==> src/hw/rtl/tmt_pkg.sv <==
// Shared types and constants for the template markup tokenizer.
// Holds the transfer structs, the token kind codes and the offset saturation helper.
// No dependencies.
package tmt_pkg;

  localparam int unsigned MAX_TEMPLATE_BYTES = 65536;
  // Position must be able to hold MAX_TEMPLATE_BYTES itself (it saturates there).
  localparam int unsigned POS_W = $clog2(MAX_TEMPLATE_BYTES + 1);

  typedef logic [POS_W-1:0] pos_t;

  typedef enum logic [3:0] {
    K_TEXT       = 4'd0,
    K_BSTART     = 4'd1,
    K_BEND       = 4'd2,
    K_VAR        = 4'd3,
    K_MODIF      = 4'd4,
    K_IF         = 4'd5,
    K_ELSE       = 4'd6,
    K_ENDIF      = 4'd7,
    K_FOREACH    = 4'd8,
    K_ENDFOREACH = 4'd9,
    K_AS         = 4'd10,
    K_ERROR      = 4'd11,
    K_EOF        = 4'd12
  } tok_kind_t;

  typedef enum logic {
    OP_CHAR = 1'b0,
    OP_END  = 1'b1
  } op_t;

  typedef struct packed {
    logic       operation;
    logic [7:0] char_byte;
  } in_item_t;

  typedef struct packed {
    tok_kind_t   token_kind;
    logic [15:0] token_start;
    logic [15:0] token_length;
    logic        last_of_run;
  } tok_t;

  // Results of one processed item: up to two tokens, in order.
  typedef struct packed {
    logic [1:0]     count;
    tok_t [1:0]     tok;
  } lex_res_t;

  function automatic logic [15:0] sat16(pos_t v);
    logic [POS_W+15:0] w;
    w = {{16{1'b0}}, v};
    if (w > (POS_W+16)'(65535)) begin
      return 16'hFFFF;
    end
    return w[15:0];
  endfunction

  function automatic tok_t mk_tok(tok_kind_t kind, pos_t start, pos_t len);
    tok_t t;
    t.token_kind   = kind;
    t.token_start  = sat16(start);
    t.token_length = sat16(len);
    t.last_of_run  = 1'b0;
    return t;
  endfunction

endpackage

==> src/hw/rtl/tmt_lexer.sv <==
// Lexer state and single-pass next-state logic of the template markup tokenizer.
// Produces up to two tokens per processed item. Depends on tmt_pkg.
module tmt_lexer (
  input  logic              clk,
  input  logic              rst_n,
  input  logic              step,
  input  tmt_pkg::in_item_t item,
  output tmt_pkg::lex_res_t res
);
  import tmt_pkg::*;

  typedef enum logic [2:0] {
    M_TEXT, M_INSIDE, M_IDENT, M_VARBEG, M_VAR, M_MODBEG, M_MOD, M_ERROR
  } mode_t;

  localparam int unsigned NKW = 6;
  localparam logic [3:0] KW_LEN [NKW] = '{4'd2, 4'd4, 4'd5, 4'd7, 4'd10, 4'd2};
  localparam logic [7:0] KW_TEXT [NKW][16] = '{
    '{0:"i", 1:"f", default:8'h00},
    '{0:"e", 1:"l", 2:"s", 3:"e", default:8'h00},
    '{0:"e", 1:"n", 2:"d", 3:"i", 4:"f", default:8'h00},
    '{0:"f", 1:"o", 2:"r", 3:"e", 4:"a", 5:"c", 6:"h", default:8'h00},
    '{0:"e", 1:"n", 2:"d", 3:"f", 4:"o", 5:"r", 6:"e", 7:"a", 8:"c", 9:"h",
      default:8'h00},
    '{0:"a", 1:"s", default:8'h00}
  };
  localparam tok_kind_t KW_KIND [NKW] = '{K_IF, K_ELSE, K_ENDIF, K_FOREACH, K_ENDFOREACH, K_AS};
  localparam pos_t MAX_POS = POS_W'(MAX_TEMPLATE_BYTES);

  function automatic logic is_letter(logic [7:0] c);
    return (c >= "a" && c <= "z") || (c >= "A" && c <= "Z");
  endfunction

  function automatic logic is_alnum(logic [7:0] c);
    return is_letter(c) || (c >= "0" && c <= "9");
  endfunction

  function automatic logic is_space(logic [7:0] c);
    return c == " " || c == 8'h09 || c == 8'h0D || c == 8'h0A;
  endfunction

  // Drop keywords whose letter at this identifier length differs.
  function automatic logic [NKW-1:0] kw_filter(logic [NKW-1:0] cand, logic [3:0] idl,
                                               logic [7:0] c);
    logic [NKW-1:0] f;
    for (int k = 0; k < NKW; k++) begin
      f[k] = cand[k] && (idl < KW_LEN[k]) && (KW_TEXT[k][idl] == c);
    end
    return f;
  endfunction

  mode_t          mode_r, mode_nxt;
  pos_t           pos_r, pos_nxt;
  pos_t           cs_r, cs_nxt;
  logic [NKW-1:0] cand_r, cand_nxt;
  logic [3:0]     idl_r, idl_nxt;

  logic [7:0] c;
  pos_t       p;
  pos_t       run_len;
  logic       at_max;
  logic       reexam;
  logic       kw_hit;
  tok_kind_t  kw_kind;
  logic [1:0] n_tok;

  assign c       = item.char_byte;
  assign p       = pos_r;
  assign at_max  = (pos_r == MAX_POS);
  assign run_len = (p > cs_r) ? p - cs_r : '0;

  always_comb begin
    kw_hit  = 1'b0;
    kw_kind = K_IF;
    for (int k = 0; k < NKW; k++) begin
      if (!kw_hit && cand_r[k] && idl_r == KW_LEN[k]) begin
        kw_hit  = 1'b1;
        kw_kind = KW_KIND[k];
      end
    end
  end

  always_comb begin
    mode_nxt = mode_r;
    pos_nxt  = pos_r;
    cs_nxt   = cs_r;
    cand_nxt = cand_r;
    idl_nxt  = idl_r;
    reexam   = 1'b0;
    n_tok    = 2'd0;
    res      = '0;

    if (op_t'(item.operation) == OP_END) begin
      if (mode_r == M_TEXT) begin
        if (cs_r != p) begin
          res.tok[n_tok[0]] = mk_tok(K_TEXT, cs_r, run_len);
          n_tok = n_tok + 2'd1;
        end
        res.tok[n_tok[0]] = mk_tok(K_EOF, p, '0);
        n_tok  = n_tok + 2'd1;
        cs_nxt = p;
      end else begin
        res.tok[n_tok[0]] = mk_tok(K_ERROR, p, '0);
        n_tok    = n_tok + 2'd1;
        mode_nxt = M_ERROR;
      end
    end else begin
      if (mode_r == M_ERROR) begin
        // sticky: nothing further
      end else if (at_max) begin
        res.tok[n_tok[0]] = mk_tok(K_ERROR, p, '0);
        n_tok    = n_tok + 2'd1;
        mode_nxt = M_ERROR;
      end else begin
        case (mode_r)
          M_TEXT: begin
            if (c == "{") begin
              if (cs_r != p) begin
                res.tok[n_tok[0]] = mk_tok(K_TEXT, cs_r, run_len);
                n_tok = n_tok + 2'd1;
              end
              res.tok[n_tok[0]] = mk_tok(K_BSTART, p, '0);
              n_tok    = n_tok + 2'd1;
              mode_nxt = M_INSIDE;
            end
          end
          M_INSIDE: reexam = 1'b1;
          M_IDENT: begin
            if (is_alnum(c)) begin
              cand_nxt = kw_filter(cand_r, idl_r, c);
              idl_nxt  = (idl_r == 4'd15) ? idl_r : idl_r + 4'd1;
            end else if ((is_space(c) || c == "}") && kw_hit) begin
              res.tok[n_tok[0]] = mk_tok(kw_kind, cs_r, '0);
              n_tok    = n_tok + 2'd1;
              mode_nxt = M_INSIDE;
              reexam   = 1'b1;
            end else begin
              res.tok[n_tok[0]] = mk_tok(K_ERROR, p, '0);
              n_tok    = n_tok + 2'd1;
              mode_nxt = M_ERROR;
            end
          end
          M_VARBEG: begin
            if (is_letter(c)) begin
              mode_nxt = M_VAR;
            end else begin
              res.tok[n_tok[0]] = mk_tok(K_ERROR, p, '0);
              n_tok    = n_tok + 2'd1;
              mode_nxt = M_ERROR;
            end
          end
          M_VAR: begin
            if (is_alnum(c)) begin
              // hold
            end else if (c == ".") begin
              mode_nxt = M_VARBEG;
            end else begin
              res.tok[n_tok[0]] = mk_tok(K_VAR, cs_r, run_len);
              n_tok    = n_tok + 2'd1;
              mode_nxt = M_INSIDE;
              reexam   = 1'b1;
            end
          end
          M_MODBEG: begin
            if (is_letter(c)) begin
              cs_nxt   = p;
              mode_nxt = M_MOD;
            end else begin
              res.tok[n_tok[0]] = mk_tok(K_ERROR, p, '0);
              n_tok    = n_tok + 2'd1;
              mode_nxt = M_ERROR;
            end
          end
          M_MOD: begin
            if (!is_alnum(c)) begin
              res.tok[n_tok[0]] = mk_tok(K_MODIF, cs_r, run_len);
              n_tok    = n_tok + 2'd1;
              mode_nxt = M_INSIDE;
              reexam   = 1'b1;
            end
          end
          default: ;
        endcase

        // Block content: also the second look at a byte that ended an item.
        if (reexam) begin
          if (c == "$") begin
            mode_nxt = M_VARBEG;
            cs_nxt   = p + POS_W'(1);
          end else if (is_letter(c)) begin
            mode_nxt = M_IDENT;
            cs_nxt   = p;
            cand_nxt = kw_filter({NKW{1'b1}}, 4'd0, c);
            idl_nxt  = 4'd1;
          end else if (is_space(c)) begin
            // skip
          end else if (c == "|") begin
            mode_nxt = M_MODBEG;
          end else if (c == "}") begin
            res.tok[n_tok[0]] = mk_tok(K_BEND, p, '0);
            n_tok    = n_tok + 2'd1;
            mode_nxt = M_TEXT;
            cs_nxt   = p + POS_W'(1);
          end else begin
            res.tok[n_tok[0]] = mk_tok(K_ERROR, p, '0);
            n_tok    = n_tok + 2'd1;
            mode_nxt = M_ERROR;
          end
        end
      end
      if (!at_max) begin
        pos_nxt = pos_r + POS_W'(1);
      end
    end

    if (n_tok == 2'd1) begin
      res.tok[0].last_of_run = 1'b1;
    end else if (n_tok == 2'd2) begin
      res.tok[1].last_of_run = 1'b1;
    end
    res.count = n_tok;
  end

  always_ff @(posedge clk) begin
    if (!rst_n) begin
      mode_r <= M_TEXT;
      pos_r  <= '0;
      cs_r   <= '0;
      cand_r <= '0;
      idl_r  <= '0;
    end else if (step) begin
      mode_r <= mode_nxt;
      pos_r  <= pos_nxt;
      cs_r   <= cs_nxt;
      cand_r <= cand_nxt;
      idl_r  <= idl_nxt;
    end
  end

  a_pos_bound: assert property (@(posedge clk) disable iff (!rst_n) pos_r <= MAX_POS)
    else $error("byte position beyond maximum");
  a_cs_behind: assert property (@(posedge clk) disable iff (!rst_n) cs_r <= pos_r)
    else $error("content start ahead of byte position");
  a_err_quiet: assert property (@(posedge clk) disable iff (!rst_n)
    (step && mode_r == M_ERROR && op_t'(item.operation) == OP_CHAR) |-> res.count == 2'd0)
    else $error("token produced in error mode");

endmodule

==> src/hw/rtl/tmt_out_buf.sv <==
// Two-slot result holder: takes both tokens of one item at once, hands them out in order.
// Depends on tmt_pkg.
module tmt_out_buf (
  input  logic              clk,
  input  logic              rst_n,
  input  logic              push,
  input  tmt_pkg::lex_res_t res,
  output logic              can_take,
  output logic              out_valid,
  input  logic              out_ready,
  output tmt_pkg::tok_t     out_data
);
  import tmt_pkg::*;

  tok_t       slot0_r, slot1_r;
  logic [1:0] cnt_r;
  logic       pop;

  assign out_valid = (cnt_r != 2'd0);
  assign out_data  = slot0_r;
  assign pop       = out_valid && out_ready;
  assign can_take  = (cnt_r == 2'd0) || (cnt_r == 2'd1 && out_ready);

  always_ff @(posedge clk) begin
    if (!rst_n) begin
      cnt_r <= 2'd0;
    end else if (push) begin
      cnt_r <= res.count;
    end else if (pop) begin
      cnt_r <= cnt_r - 2'd1;
    end
  end

  always_ff @(posedge clk) begin
    if (push) begin
      slot0_r <= res.tok[0];
      slot1_r <= res.tok[1];
    end else if (pop) begin
      slot0_r <= slot1_r;
    end
  end

  a_cnt_range: assert property (@(posedge clk) disable iff (!rst_n) cnt_r != 2'd3)
    else $error("result count out of range");
  a_no_overrun: assert property (@(posedge clk) disable iff (!rst_n)
    push |-> (cnt_r == 2'd0 || (cnt_r == 2'd1 && out_ready)))
    else $error("results loaded over pending tokens");
  a_pair_last: assert property (@(posedge clk) disable iff (!rst_n)
    cnt_r == 2'd2 |-> (slot1_r.last_of_run && !slot0_r.last_of_run))
    else $error("last-of-run marking wrong in token pair");

endmodule

==> src/hw/rtl/template_markup_tokenizer_core.sv <==
// Top level of the template markup tokenizer: input register, lexer and result holder.
// Depends on tmt_pkg, tmt_lexer and tmt_out_buf.
//
// Template bytes enter one transfer at a time on the in_ channel; the end-of-template
// operation closes the stream. Each item is registered, then tokenised in a single
// pass of short logic and its tokens (none, one or two) land in a two-slot result
// holder. A new item is taken in every cycle while results keep draining and no
// more than one token waits; an item with two tokens holds the next one back, since
// the out_ channel moves one token per cycle. Tokens pass the input register, then a
// holder slot. Errors are sticky until reset; offsets and lengths saturate at 65535.
module template_markup_tokenizer_core (
  input  logic              clk,
  input  logic              rst_n,
  input  logic              in_valid,
  output logic              in_ready,
  input  tmt_pkg::in_item_t in_data,
  output logic              out_valid,
  input  logic              out_ready,
  output tmt_pkg::tok_t     out_data
);
  import tmt_pkg::*;

  logic     in_v_r;
  in_item_t in_d_r;
  logic     can_take;
  logic     fire;
  lex_res_t res;

  // Process the registered item once the result holder can take its tokens.
  assign fire     = in_v_r && can_take;
  // Accept a fresh transfer whenever the input register is empty or drains now.
  assign in_ready = !in_v_r || fire;

  always_ff @(posedge clk) begin
    if (!rst_n) begin
      in_v_r <= 1'b0;
    end else if (in_ready) begin
      in_v_r <= in_valid;
    end
  end

  always_ff @(posedge clk) begin
    if (in_valid && in_ready) begin
      in_d_r <= in_data;
    end
  end

  tmt_lexer u_lexer (
    .clk   (clk),
    .rst_n (rst_n),
    .step  (fire),
    .item  (in_d_r),
    .res   (res)
  );

  tmt_out_buf u_out_buf (
    .clk       (clk),
    .rst_n     (rst_n),
    .push      (fire),
    .res       (res),
    .can_take  (can_take),
    .out_valid (out_valid),
    .out_ready (out_ready),
    .out_data  (out_data)
  );

endmodule
==> config.mk <==
export PLATFORM = sky130hd
export DESIGN_NAME = template_markup_tokenizer_core
export DESIGN_NICKNAME = d
export VERILOG_FILES = /design/src/hw/rtl/tmt_pkg.sv /design/src/hw/rtl/tmt_lexer.sv /design/src/hw/rtl/tmt_out_buf.sv /design/src/hw/rtl/template_markup_tokenizer_core.sv
export SDC_FILE = /design/constraint.sdc
export NUM_CORES = 1
export LEC_CHECK = 0
export ABC_AREA = 1
export BUFFER_PORTS_ARGS = -buffer_cell sky130_fd_sc_hd__buf_2
export CORE_ASPECT_RATIO = 1.25
export CORE_MARGIN = 2
export CORE_UTILIZATION = 32
export CTS_BUF_LIST = sky130_fd_sc_hd__clkbuf_16
export DETAILED_ROUTE_END_ITERATION = 12
export GPL_TIMING_DRIVEN = 1
export HOLD_SLACK_MARGIN = 0.12
export REMOVE_ABC_BUFFERS = 1
export SETUP_SLACK_MARGIN = 0.02
export SYNTH_ARGS = -nofsm -noshare
export SYNTH_HDL_FRONTEND = slang
export SYNTH_SLANG_ARGS = --single-unit
export TNS_END_PERCENT = 1
==> constraint.sdc <==
create_clock -name clk -period 3.4 [get_ports clk]
set_input_delay 1.02 -clock clk [delete_from_list [all_inputs] [get_ports clk]]
set_output_delay 1.02 -clock clk [all_outputs]
set_load 0.05 [all_outputs]
==> summary by stage <==
Routing
The first-pass detailed-route iteration total is 6. The number of routed nets with antenna violations is 0. The number of vias in the routed layout is 8,878. The total length of routed wires is 28,300 um.

The number of DRC markers after the initial detailed-route iteration is 666. The remaining design rule violation count is 0. Dividing the detail-routed wire length by the instance count gives 17.4 um. Dividing the detail-routed via count by the number of cells gives 5.45.

Critical path
The setup slack of the worst register-to-register path is 0.37 ns. The largest fanout on the critical path is 25. The critical path start-end classification is reg -> reg. The arrival time of the worst setup path is 3.20 ns.

The worst setup path is captured at a register. The nature of the critical path startpoint is a register. The reg-to-reg critical path endpoint is u_out_buf.out_data[20].

Measured in cells, the most critical reg-to-reg path has a length of 18. The startpoint of the lowest-slack register-to-register path is u_lexer.p[1]. The data required time at the worst endpoint is 3.58 ns.

Synthesis
The number of warnings reported in the yosys synthesis log is 0. The unique cell type count in the Yosys netlist is 52. For this run, the register share of the synthesized area comes to 0.345.

For this run, the leading register cell type out of synthesis is sky130_fd_sc_hd__edfxtp_1. The area share of the largest cell type after synthesis is 0.231. By area the synthesized netlist is led by sky130_fd_sc_hd__edfxtp_1 (23%), sky130_fd_sc_hd__nand2_1 (12%), sky130_fd_sc_hd__dfxtp_1 (11%). The number of flip-flops and latches in the synthesized netlist is 117.

The most area-hungry cell type in the Yosys netlist is sky130_fd_sc_hd__edfxtp_1. In the synthesized netlist the async set-or-reset flop fraction comes to 0. The number of instances in the synthesized netlist is 1,215.

The number of enable flip-flop cells after synthesis is 67. The post-synthesis area per instance is 7.18 sq um. The cell area that synthesis handed to floorplanning was 8720 sq um.

GRT
Summed over all layers, the global routing overflow is 0. The initial antenna violation count is 0. For this run, the total global-route usage over all layers was measured as 0.203. The first global-routing pass estimated 45,200 um of wire. The via count of the first global-routing pass is 8,496.

The largest net degree at the start of global routing is 47.

Timing
The largest clock skew in the final design is 0.0110 ns. Setup repair after global routing left no endpoint under its margin. In this run the tightest slew margin relative to its limit is 0.526.

For the pin with the worst max-slew slack, the measured transition is 0.710 ns. The total count of hold-check failures in the final report was 0. The max-slew violation count is 0. Subtracting the final worst setup slack from the clock period gives 3.03 ns. The fmax is 330 MHz. On the final layout, the worst hold slack is 0.463 ns.

The share of the cycle needed by the critical path after routing is 0.890. The aggregate negative setup slack is 0 ns. The total setup violations reported at the end of the flow is 0.

Finish
The layout filler cell count is 2,880. The share of final-layout standard cells stronger than drive strength 1 is 0.142. The net count of the finished layout is 1,314. The signed area change from the synthesized netlist to the final layout is 15.2%. The number of antenna diodes in the final layout is 0.

The share of the core filled with cells in the final layout is 0.374. The finished cells cover 10,000 sq um.

Power
The analysis attributes to net switching a power of 4.06 mW. The share of total power consumed by net switching is 0.489. For this design the ratio of total power to cell area is 828 nW/um^2. For this design the static power due to leakage is 4.26 nW. The internal cell power is 4.25 mW. The power share of the sequential group is 0.268. Of the total power, the clock network draws 0.216. Across the VDD grid, the largest voltage drop is 429 uV.

The combinational share of power is 0.516.

Die
The area inside the core boundary is 26,800 sq um. The y dimension of the die is 189 um. For this configuration, the core starts out at a cell density of 0.325. The area of the die is 28,600 sq um. The initialized floorplan defines 67 standard-cell rows. Measured along the x axis, the die boundary spans 152 um.

For this design the top-level I/O count stands at 52.

Placed design
After legalization and detailed placement, the total HPWL measured 21,200 um. The quantity of I/O buffers inserted on ports is 51. The global placer's final weighted congestion is 0.953. In this run the cell area measured after placement is 9460 sq um.

Clock network
The clock slew at the register clock pins of the worst setup and hold paths is 0.06 ns. The clock tree from TritonCTS is built. Clock tree synthesis found a total of 117 sinks. For the worst-skew pair, the clock arrives at the later sink with an insertion delay of 0.43 ns.

The number of H-tree branching levels is 4. The number of CTS-inserted buffers is 17. The clock passes through at most 2 buffers. Clock tree synthesis selected as its root buffer the cell sky130_fd_sc_hd__clkbuf_16.

Hold path
Along the worst hold path, the cell count comes to 2. The tightest min-delay check is of the reg -> reg type. The path with the worst hold slack has its endpoint at u_lexer.cs_r[2].

The startpoint identified for the worst hold timing path is u_lexer.cs_r[2].

Status
The run finished with clean final reports.

Run
The tool flagged a number of max-cap violations equal to 0.
[cell usage in the layout, fill, tap and decap left out, types with 20 or more instances in the layout]
master	synthesis	layout
sky130_fd_sc_hd__nand2_1	280	280
sky130_fd_sc_hd__nor2_1	109	107
sky130_fd_sc_hd__a21oi_1	129	129
sky130_fd_sc_hd__xor2_1	33	33
sky130_fd_sc_hd__edfxtp_1	67	67
sky130_fd_sc_hd__nand4_1	20	20
sky130_fd_sc_hd__a211oi_1	28	28
sky130_fd_sc_hd__dfxtp_1	50	49
sky130_fd_sc_hd__buf_4	10	32
sky130_fd_sc_hd__buf_2	10	51
sky130_fd_sc_hd__ha_1	29	29
sky130_fd_sc_hd__nand3_1	76	76
sky130_fd_sc_hd__o21ai_0	75	75
sky130_fd_sc_hd__inv_1	111	111
[layer usage]
metal	part of all wire	up-vias	track usage
met4	0.055	0	0.111
li1	-	4298	-
met1	0.40	4143	0.247
met3	0.057	90	0.0329
met2	0.48	347	0.338
met5	0	-	0
[layout make-up]
type                            count  area, sq um  area share
Clock buffer                       17          425      0.0423
Clock inverter                     15          156      0.0156
Timing Repair Buffer               86          547      0.0544
Multi-Input combinational cell    921         4990       0.496
Sequential cell                   117         3010       0.300
Inverter                          128          484      0.0482
Tap cell                          345          432      0.0430
[how the worst max path moves through the flow]
stage / start / to / slack, ns / cells past startpoint
2_1_floorplan: out_ready / u_lexer.cand_r[2] / -1.81 / 9
6_report: u_lexer.p[1] / u_out_buf.out_data[20] / 0.37 / 18
3_5_place_dp: u_lexer.p[0] / u_out_buf.out_data[20] / 0.24 / 18
5_1_grt: u_lexer.p[1] / u_out_buf.out_data[20] / 0.05 / 18
4_1_cts: u_lexer.p[0] / u_out_buf.out_data[20] / 0.24 / 18
3_3_place_gp: u_lexer.p[0] / u_out_buf.out_data[20] / 0.38 / 18
[metrics by stage]
| stage | power [mW] | cells | setup WS [ns] |
|---|---|---|---|
| 3_3_place_gp | 6.50 | 1597 | 0.376 |
| 6_report | 8.31 | 1629 | 0.373 |
| 5_1_grt | 8.84 | 1629 | 0.0487 |
| 3_5_place_dp | 6.52 | 1597 | 0.244 |
| 4_1_cts | 8.33 | 1629 | 0.237 |
| 2_1_floorplan | 5.27 | 1166 | -1.81 |
[worst max-delay path: stages (launching register included)]
cell and delay [ns]:
sky130_fd_sc_hd__dfxtp_1 0.41, sky130_fd_sc_hd__ha_1 0.21, sky130_fd_sc_hd__nand3_1 0.14, sky130_fd_sc_hd__nor2_2 0.18, sky130_fd_sc_hd__nand4_1 0.17, sky130_fd_sc_hd__inv_1 0.09, sky130_fd_sc_hd__nand3_1 0.10, sky130_fd_sc_hd__nor2_1 0.15
sky130_fd_sc_hd__nand3_1 0.09, sky130_fd_sc_hd__nor2_1 0.11, sky130_fd_sc_hd__ha_1 0.15, sky130_fd_sc_hd__inv_1 0.05, sky130_fd_sc_hd__nand2_1 0.10, sky130_fd_sc_hd__buf_6 0.24, sky130_fd_sc_hd__nand2_1 0.12, sky130_fd_sc_hd__o31ai_1 0.23
sky130_fd_sc_hd__nand3_1 0.10, sky130_fd_sc_hd__o21ai_0 0.08, sky130_fd_sc_hd__inv_1 0.06
[power groups by stage]
stage	Clock (mW)	Combinational [mW]	Sequential (mW)
after floorplan	0	2.21	3.06
after global placement	0	4.25	2.26
after detailed placement	0	4.25	2.27
after CTS	1.82	4.27	2.24
after global routing	1.88	4.68	2.28
final	1.79	4.29	2.23
[Yosys cell counts, types with 3 or more instances]
cell type / count
sky130_fd_sc_hd__xnor2_1: 8
sky130_fd_sc_hd__nor3_1: 15
sky130_fd_sc_hd__o21ai_0: 75
sky130_fd_sc_hd__a21oi_1: 129
sky130_fd_sc_hd__nand3_1: 76
sky130_fd_sc_hd__nand2_1: 280
sky130_fd_sc_hd__clkinv_1: 3
sky130_fd_sc_hd__o221ai_1: 6
sky130_fd_sc_hd__nor4_1: 4
sky130_fd_sc_hd__nand2_2: 8
sky130_fd_sc_hd__nor2_2: 8
sky130_fd_sc_hd__edfxtp_1: 67
sky130_fd_sc_hd__a21oi_2: 6
sky130_fd_sc_hd__a31oi_1: 12
sky130_fd_sc_hd__inv_2: 12
sky130_fd_sc_hd__nand2_4: 3
sky130_fd_sc_hd__nand4_1: 20
sky130_fd_sc_hd__buf_2: 10
sky130_fd_sc_hd__clkbuf_1: 24
sky130_fd_sc_hd__a211oi_1: 28
sky130_fd_sc_hd__o22ai_1: 3
sky130_fd_sc_hd__nor3_2: 3
sky130_fd_sc_hd__a221oi_1: 17
sky130_fd_sc_hd__xor2_1: 33
sky130_fd_sc_hd__buf_4: 10
sky130_fd_sc_hd__nand3_2: 4
sky130_fd_sc_hd__ha_1: 29
sky130_fd_sc_hd__inv_1: 111
sky130_fd_sc_hd__o21ai_1: 4
sky130_fd_sc_hd__nor2_1: 109
sky130_fd_sc_hd__buf_1: 3
sky130_fd_sc_hd__o211ai_1: 16
sky130_fd_sc_hd__dfxtp_1: 50
sky130_fd_sc_hd__nor2_4: 5
[timing repair]
| action | 4_1_cts | 5_1_grt |
|---|---|---|
| resized for setup | 0 | 3 |
| buffers inserted | 0 | 0 |
| setup endpoints to repair | 0 | 14 |
| hold buffers | 0 | 0 |
[state kept, by name, summed over array words and instances, names as in the netlist]
name                flops
u_out_buf.out_data     37
u_out_buf.slot1_r      21
u_lexer.cs_r           17
u_lexer.p              17
in_d_r                  9
u_lexer.cand_r          6
u_lexer.idl_r           4
u_lexer.mode_r          3
u_out_buf.cnt_r         2
in_v_r                  1
[cells by family after synthesis]
logic type / share of synthesized area
AND/OR/NAND/NOR: 0.277
AO/OA/AOI/OAI: 0.208
buffers and inverters: 0.0841
flip-flops: 0.345
XOR/XNOR: 0.0412
adder cells (fa/ha/maj): 0.0439
Note: power is estimated with default switching activity, not from simulation.
